`config.mk`:
```
export PLATFORM = sky130hd
export DESIGN_NAME = odo_front
export DESIGN_NICKNAME = d
export VERILOG_FILES = /design/src/rtl/odo_pkg.sv /design/src/rtl/odo_front.sv
export SDC_FILE = /design/constraint.sdc
export NUM_CORES = 1
export LEC_CHECK = 0
export ABC_AREA = 0
export BUFFER_PORTS_ARGS = -buffer_cell sky130_fd_sc_hd__buf_2
export CORE_MARGIN = 4
export CORE_UTILIZATION = 45
export DETAILED_ROUTE_END_ITERATION = 10
export GPL_TIMING_DRIVEN = 0
export MAX_ROUTING_LAYER = met4
export PLACE_DENSITY = 0.75
export SYNTH_ARGS = -nofsm -noshare
export SYNTH_HDL_FRONTEND = slang
export SYNTH_SLANG_ARGS = --single-unit
```
`constraint.sdc`:
```
create_clock -name clk -period 7.2 [get_ports clk]
set_clock_uncertainty 0.15 [all_clocks]
set_input_delay 0.36 -clock clk [delete_from_list [all_inputs] [get_ports clk]]
set_output_delay 0.36 -clock clk [all_outputs]
set_load 0.1 [all_outputs]
```
`src/rtl/odo_pkg.sv`:
```
// Shared types, constants and helper functions of the wheel odometry pose estimator.
package odo_pkg;

    localparam int unsigned CFG_IDX_W = 2;
    localparam logic [CFG_IDX_W-1:0] CFG_MPT        = 2'd0;
    localparam logic [CFG_IDX_W-1:0] CFG_WHEEL_BASE = 2'd1;
    localparam logic [CFG_IDX_W-1:0] CFG_FIX_TRUST  = 2'd2;

    localparam logic [31:0] MPT_RESET        = 32'd366360;
    localparam logic [18:0] WHEEL_BASE_RESET = 19'd15008;
    localparam logic [16:0] FIX_TRUST_RESET  = 17'd6554;
    localparam logic [16:0] TRUST_FULL       = 17'd65536;

    localparam logic signed [31:0] POS_RESET = 32'sd6554;

    localparam logic [29:0] BA_PER_RAD  = 30'd683565276;
    localparam logic [30:0] HALF_PI_Q30 = 31'd1686629713;

    localparam logic signed [33:0] CORDIC_START = 34'sd652032874;
    localparam logic signed [33:0] ONE_Q30      = 34'sd1073741824;
    localparam logic signed [33:0] QUARTER_TURN = 34'sd1073741824;
    localparam logic signed [33:0] HALF_TURN    = 34'sd2147483648;
    localparam int unsigned        CORDIC_STEPS = 28;

    localparam logic [29:0] ATAN_BA [CORDIC_STEPS] = '{
        30'd536870912, 30'd316933406, 30'd167458907, 30'd85004756, 30'd42667331,
        30'd21354465, 30'd10679838, 30'd5340245, 30'd2670163, 30'd1335087,
        30'd667544, 30'd333772, 30'd166886, 30'd83443, 30'd41722, 30'd20861,
        30'd10430, 30'd5215, 30'd2608, 30'd1304, 30'd652, 30'd326, 30'd163,
        30'd81, 30'd41, 30'd20, 30'd10, 30'd5
    };

    typedef enum logic [1:0] {
        KIND_HOLD,
        KIND_DRIVE,
        KIND_FIX
    } item_kind_t;

    typedef struct packed {
        item_kind_t  kind;
        logic [15:0] d_right;
        logic [15:0] d_left;
        logic        in_place_turn;
        logic [31:0] fix_x;
        logic [31:0] fix_y;
        logic [31:0] fix_heading;
    } odo_item_t;

    typedef struct packed {
        logic [31:0] metres_per_tick;
        logic [18:0] wheel_base;
        logic [16:0] fix_trust;
    } odo_cfg_t;

    typedef struct packed {
        logic        start;
        logic [63:0] dividend;
        logic [31:0] divisor;
        logic [6:0]  count;
    } div_req_t;

    typedef struct packed {
        logic        done;
        logic [63:0] quo;
        logic [31:0] rem;
    } div_rsp_t;

    typedef struct packed {
        logic        start;
        logic [31:0] angle;
    } cord_req_t;

    typedef struct packed {
        logic               done;
        logic signed [31:0] sin;
        logic signed [31:0] cos;
    } cord_rsp_t;

    function automatic logic signed [31:0] sat32(input logic signed [35:0] v);
        logic signed [31:0] r;
        if (v > 36'sd2147483647)
            r = 32'sh7FFF_FFFF;
        else if (v < -36'sd2147483648)
            r = 32'sh8000_0000;
        else
            r = v[31:0];
        return r;
    endfunction

    // encoder wrap rule: forward wrap adds 65535, backwards running gives 0
    function automatic logic [15:0] tick_delta(input logic [15:0] cur, input logic [15:0] prev);
        logic [15:0] r;
        if (cur >= prev)
            r = cur - prev;
        else if (cur < 16'd32767 && prev > 16'd32767)
            r = cur + (16'hFFFF - prev);
        else
            r = '0;
        return r;
    endfunction

endpackage

```
`src/rtl/odo_front.sv`:
```
// Front end: takes input words, forms tick deltas, classifies them and queues them.
module odo_front (
    input  logic                 clk,
    input  logic                 rst_n,
    input  logic                 in_valid,
    output logic                 in_ready,
    input  logic                 action,
    input  logic [15:0]          right_ticks,
    input  logic [15:0]          left_ticks,
    input  logic                 odometry_enable,
    input  logic                 in_place_turn,
    input  logic signed [31:0]   fix_x,
    input  logic signed [31:0]   fix_y,
    input  logic signed [31:0]   fix_heading,
    output odo_pkg::odo_item_t   q_item,
    output logic                 q_valid,
    input  logic                 q_ready
);

    odo_pkg::odo_item_t slot_reg [2];
    logic [15:0]        prev_right_reg;
    logic [15:0]        prev_left_reg;
    logic               synced_reg;
    logic               wr_ptr_reg;
    logic               rd_ptr_reg;
    logic [1:0]         count_reg;
    logic               push;
    logic               pop;
    odo_pkg::odo_item_t new_item;

    assign in_ready = (count_reg != 2'd2);
    assign q_valid  = (count_reg != 2'd0);
    assign q_item   = slot_reg[rd_ptr_reg];
    assign push     = in_valid & in_ready;
    assign pop      = q_valid & q_ready;

    always_comb
    begin
        new_item.d_right       = odo_pkg::tick_delta(right_ticks, prev_right_reg);
        new_item.d_left        = odo_pkg::tick_delta(left_ticks, prev_left_reg);
        new_item.in_place_turn = in_place_turn;
        new_item.fix_x         = fix_x;
        new_item.fix_y         = fix_y;
        new_item.fix_heading   = fix_heading;
        if (action)
            new_item.kind = odo_pkg::KIND_FIX;
        else if (!synced_reg && odometry_enable && !in_place_turn)
            new_item.kind = odo_pkg::KIND_DRIVE;
        else
            new_item.kind = odo_pkg::KIND_HOLD;
    end

    always_ff @(posedge clk or negedge rst_n)
    begin
        if (!rst_n)
        begin
            prev_right_reg <= '0;
            prev_left_reg  <= '0;
            synced_reg     <= 1'b0;
            wr_ptr_reg     <= 1'b0;
            rd_ptr_reg     <= 1'b0;
            count_reg      <= '0;
        end
        else
        begin
            if (push)
            begin
                prev_right_reg <= right_ticks;
                prev_left_reg  <= left_ticks;
                if (action)
                    synced_reg <= 1'b1;
                wr_ptr_reg <= ~wr_ptr_reg;
            end
            if (pop)
                rd_ptr_reg <= ~rd_ptr_reg;
            count_reg <= count_reg + {1'b0, push} - {1'b0, pop};
        end
    end

    always_ff @(posedge clk)
    begin
        if (push)
            slot_reg[wr_ptr_reg] <= new_item;
    end

endmodule

```
==> impl_metrics.py <==
metrics = {
    "placed_design": {
        "preCtsSetupSlack_ns": 3.68,
        "dp_hpwl_mm": 24.2,
        "io_buffers": 267,
        "gp_congestion": 0.915,
        "placed_area_sq_um": 15700,
    },
    "floorplanning": {
        "start_util_pct": 46.0,
        "fp.dieH_um": 182,
        "rows": 63,
        "core_area_sq_um": 29800,
        "die_w_um": 182,
        "fp.dieArea_sq_um": 33300,
        "pin_count": 268,
    },
    "synthesis": {
        "synth_compound_area_share_pct": 9.57,
        "yosysMostFrequentCell": "edfxtp_1",
        "synth_edf_count": 262,
        "syn_nets": 1130,
        "synth_top_area_cell": "edfxtp_1",
        "yosysSeqAreaShare_pct": 64.2,
        "synth_cell_type_count": 65,
        "synthCells": 955,
        "yosys_most_used_dff": "edfxtp_1",
        "synthAdderAreaFrac_pct": 3.87,
        "syn-cell-area_sq_um": 13700,
        "muxShareOfSynthArea_pct": 13.3,
        "synth_xor_area_share_pct": 0.448,
        "synth_common_cells": "262 x edfxtp_1, 159 x mux2_2, 58 x a21oi_1",
        "synthArstFlopShare_pct": 12.4,
        "ys_top_cells_by_area": "edfxtp_1 57%, mux2_2 13%, dfrtp_1 6.8%",
        "ys_warn_count": 0,
        "synth_top_area_share_pct": 57.4,
        "ys_ff_latch": 299,
        "avgSynthCellArea_sq_um": 14.3,
        "synth_top_family_by_area": "multiplexers",
        "synth-simple-area-share_pct": 5.57,
    },
    "timing": {
        "timing.hold.ws_ns": 0.0409,
        "rsz0062_at_grt": "no",
        "tightest_slew_ns": 0.885,
        "relSlewSlack_pct": 41.0,
        "min_period_ns": 3.71,
        "fin_ws_ns": 3.49,
        "setup_tns_ns": 0,
        "hold_viol": 0,
        "fin_crit_sh_pct": 51.6,
        "drv_slew": 0,
        "setup_violations": 0,
        "max_freq_ghz": 0.269,
    },
    "worst_setup_path": {
        "reg2reg_slack_ns": 3.80,
        "setup.worst_path.end": "q_item[93]",
        "max_stage_delay_ns": 0.65,
        "cp.required_ns": 6.69,
        "crit_chain": "clkbuf_1, clkbuf_1, clkbuf_1, mux2_2, buf_2",
        "crit_buf_inv": 4,
        "end_kind": "output pin",
        "cp_top_family": "buffers and inverters",
        "crit_start": "rd_ptr_reg",
        "path_common_cell": "clkbuf_1",
        "cp-start-kind": "flip-flop",
        "critical_path_depth": 5,
        "crit_slowest_cell": "clkbuf_1",
        "r2r_end": "slot_reg[1][110]",
        "worst-r2r-cell-count": 10,
        "worstPathArrival_ns": 3.20,
        "cp_max_fo": 10,
        "crit_type": "reg2out",
        "reg2reg_from": "prev_left_reg[0]",
    },
    "layout": {
        "multi_input_area_sq_um": 4500,
        "final_nets": 1567,
        "seq_area_sq_um": 8790,
        "area_growth_pct": 31.2,
        "largest_reg_flops": 262,
        "drive_gt1_share_pct": 36.3,
        "fin_area_sq_um": 18000,
        "final.fill_count": 2324,
    },
    "grt": {
        "antenna_found_initial": 1,
        "grt_overflow": 0,
        "grt_max_degree": 53,
        "grt_pass1_wl_mm": 54.4,
        "grt_usage_pct": 21.0,
        "first_global_vias": 9832,
    },
    "worst_hold_path": {
        "hp-class": "in2reg",
        "hold_start": "left_ticks[1]",
    },
    "routing": {
        "routed_via_density": 5.34,
        "first_pass_iters": 5,
        "vias": 9646,
        "postRouteAntennaNets": 0,
        "routedWlPerCell_um": 19.4,
        "drtIter0Drc": 679,
        "routed_wl_mm": 35.0,
        "drc_errors": 0,
    },
    "clock_tree": {
        "cts_max_level": 1,
        "cts_buffer_depth": 3,
        "cts_tree": "built",
        "cts_sinks": 299,
        "cts_buffers": 31,
        "clkSlewWorstSetupHoldPaths_ns": 0.06,
        "root_buffer": "clkbuf_16",
        "insertion_delay_ns": 0.57,
    },
    "run_status": {
        "status": "finished, final reports clean",
    },
    "job": {
        "maxCapViolCount": 0,
    },
}
cell families after synthesis:
group,count (synthesis)
xor gates and xnor gates,7
and+or+nand+nor,154
muxes,162
adders and majority gates,40
AOI/OAI and AO/OA,196
buffers and inverters,97
DFF,299
area by class of cell:
type | instances | area share, %
Clock buffer | 42 | 4.77
Inverter | 54 | 1.13
Multi-Input combinational cell | 559 | 25.0
Tap cell | 390 | 2.72
Timing Repair Buffer | 404 | 15.5
Antenna cell | 1 | 0.0139
Clock inverter | 14 | 0.738
Sequential cell | 299 | 48.9
Buffer | 43 | 1.19
worst min path at each step:
stage | to | cells past startpoint | slack [ns]
floorplan | count_reg[0] | 0 | -0.09
global placement | synced_reg | 1 | 0.30
detailed placement | synced_reg | 1 | 0.32
CTS | rd_ptr_reg | 3 | 0.008
global route | prev_left_reg[1] | 3 | 0.03
finish | prev_left_reg[1] | 3 | 0.04
per-stage QoR:
| stage | util [%] | std cells |
|---|---|---|
| after global routing | 60.3 | 1806 |
| after floorplan | - | 955 |
| final | 60.3 | 1806 |
| after CTS | 60.3 | 1805 |
| after global placement | 52.1 | 1612 |
| after detailed placement | 52.6 | 1618 |
layer usage:
layer	share of wire (%)	vias to the layer above	GRT usage, %
li1	-	4542	-
met1	42	4725	26.7
met2	50	337	35.9
met3	6.2	42	3.55
met4	1.8	0	4.02
met5	0	-	-
placed cells by master (no fill, tap or decap), types with 5 or more instances in the layout:
cell,Yosys,layout
ha_1,36,36
clkinv_1,0,5
o21a_1,9,9
nand3_1,10,10
a221oi_1,10,10
buf_4,9,9
clkbuf_1,21,28
a21o_1,22,22
mux2_2,159,159
clkbuf_16,0,31
a21oi_1,58,58
o22ai_1,8,8
nor3_1,11,11
dlygate4sd3_1,0,131
nand4_1,17,17
nand2_1,53,53
a22oi_1,6,6
edfxtp_1,262,262
nor2_1,29,28
a31oi_1,12,12
nor4_1,5,5
o21bai_1,7,7
inv_1,54,54
o21ai_0,29,29
dfrtp_1,37,37
buf_2,9,276
clkinv_2,0,5
tightest hold or removal path: cells and delay by family:
kind | cells | cell delay, ns
buf+inv | 2 | 0.25
compound gates | 1 | 0.09
repair_timing:
item,in CTS,in global routing
setup buffers,0,0
resized for setup,0,0
hold buffers,131,0
hold endpoints to repair,264,0
Power is left out: the tool's default activity adds up to more than one toggle a clock period on the data nets, which glitch-free logic cannot reach.
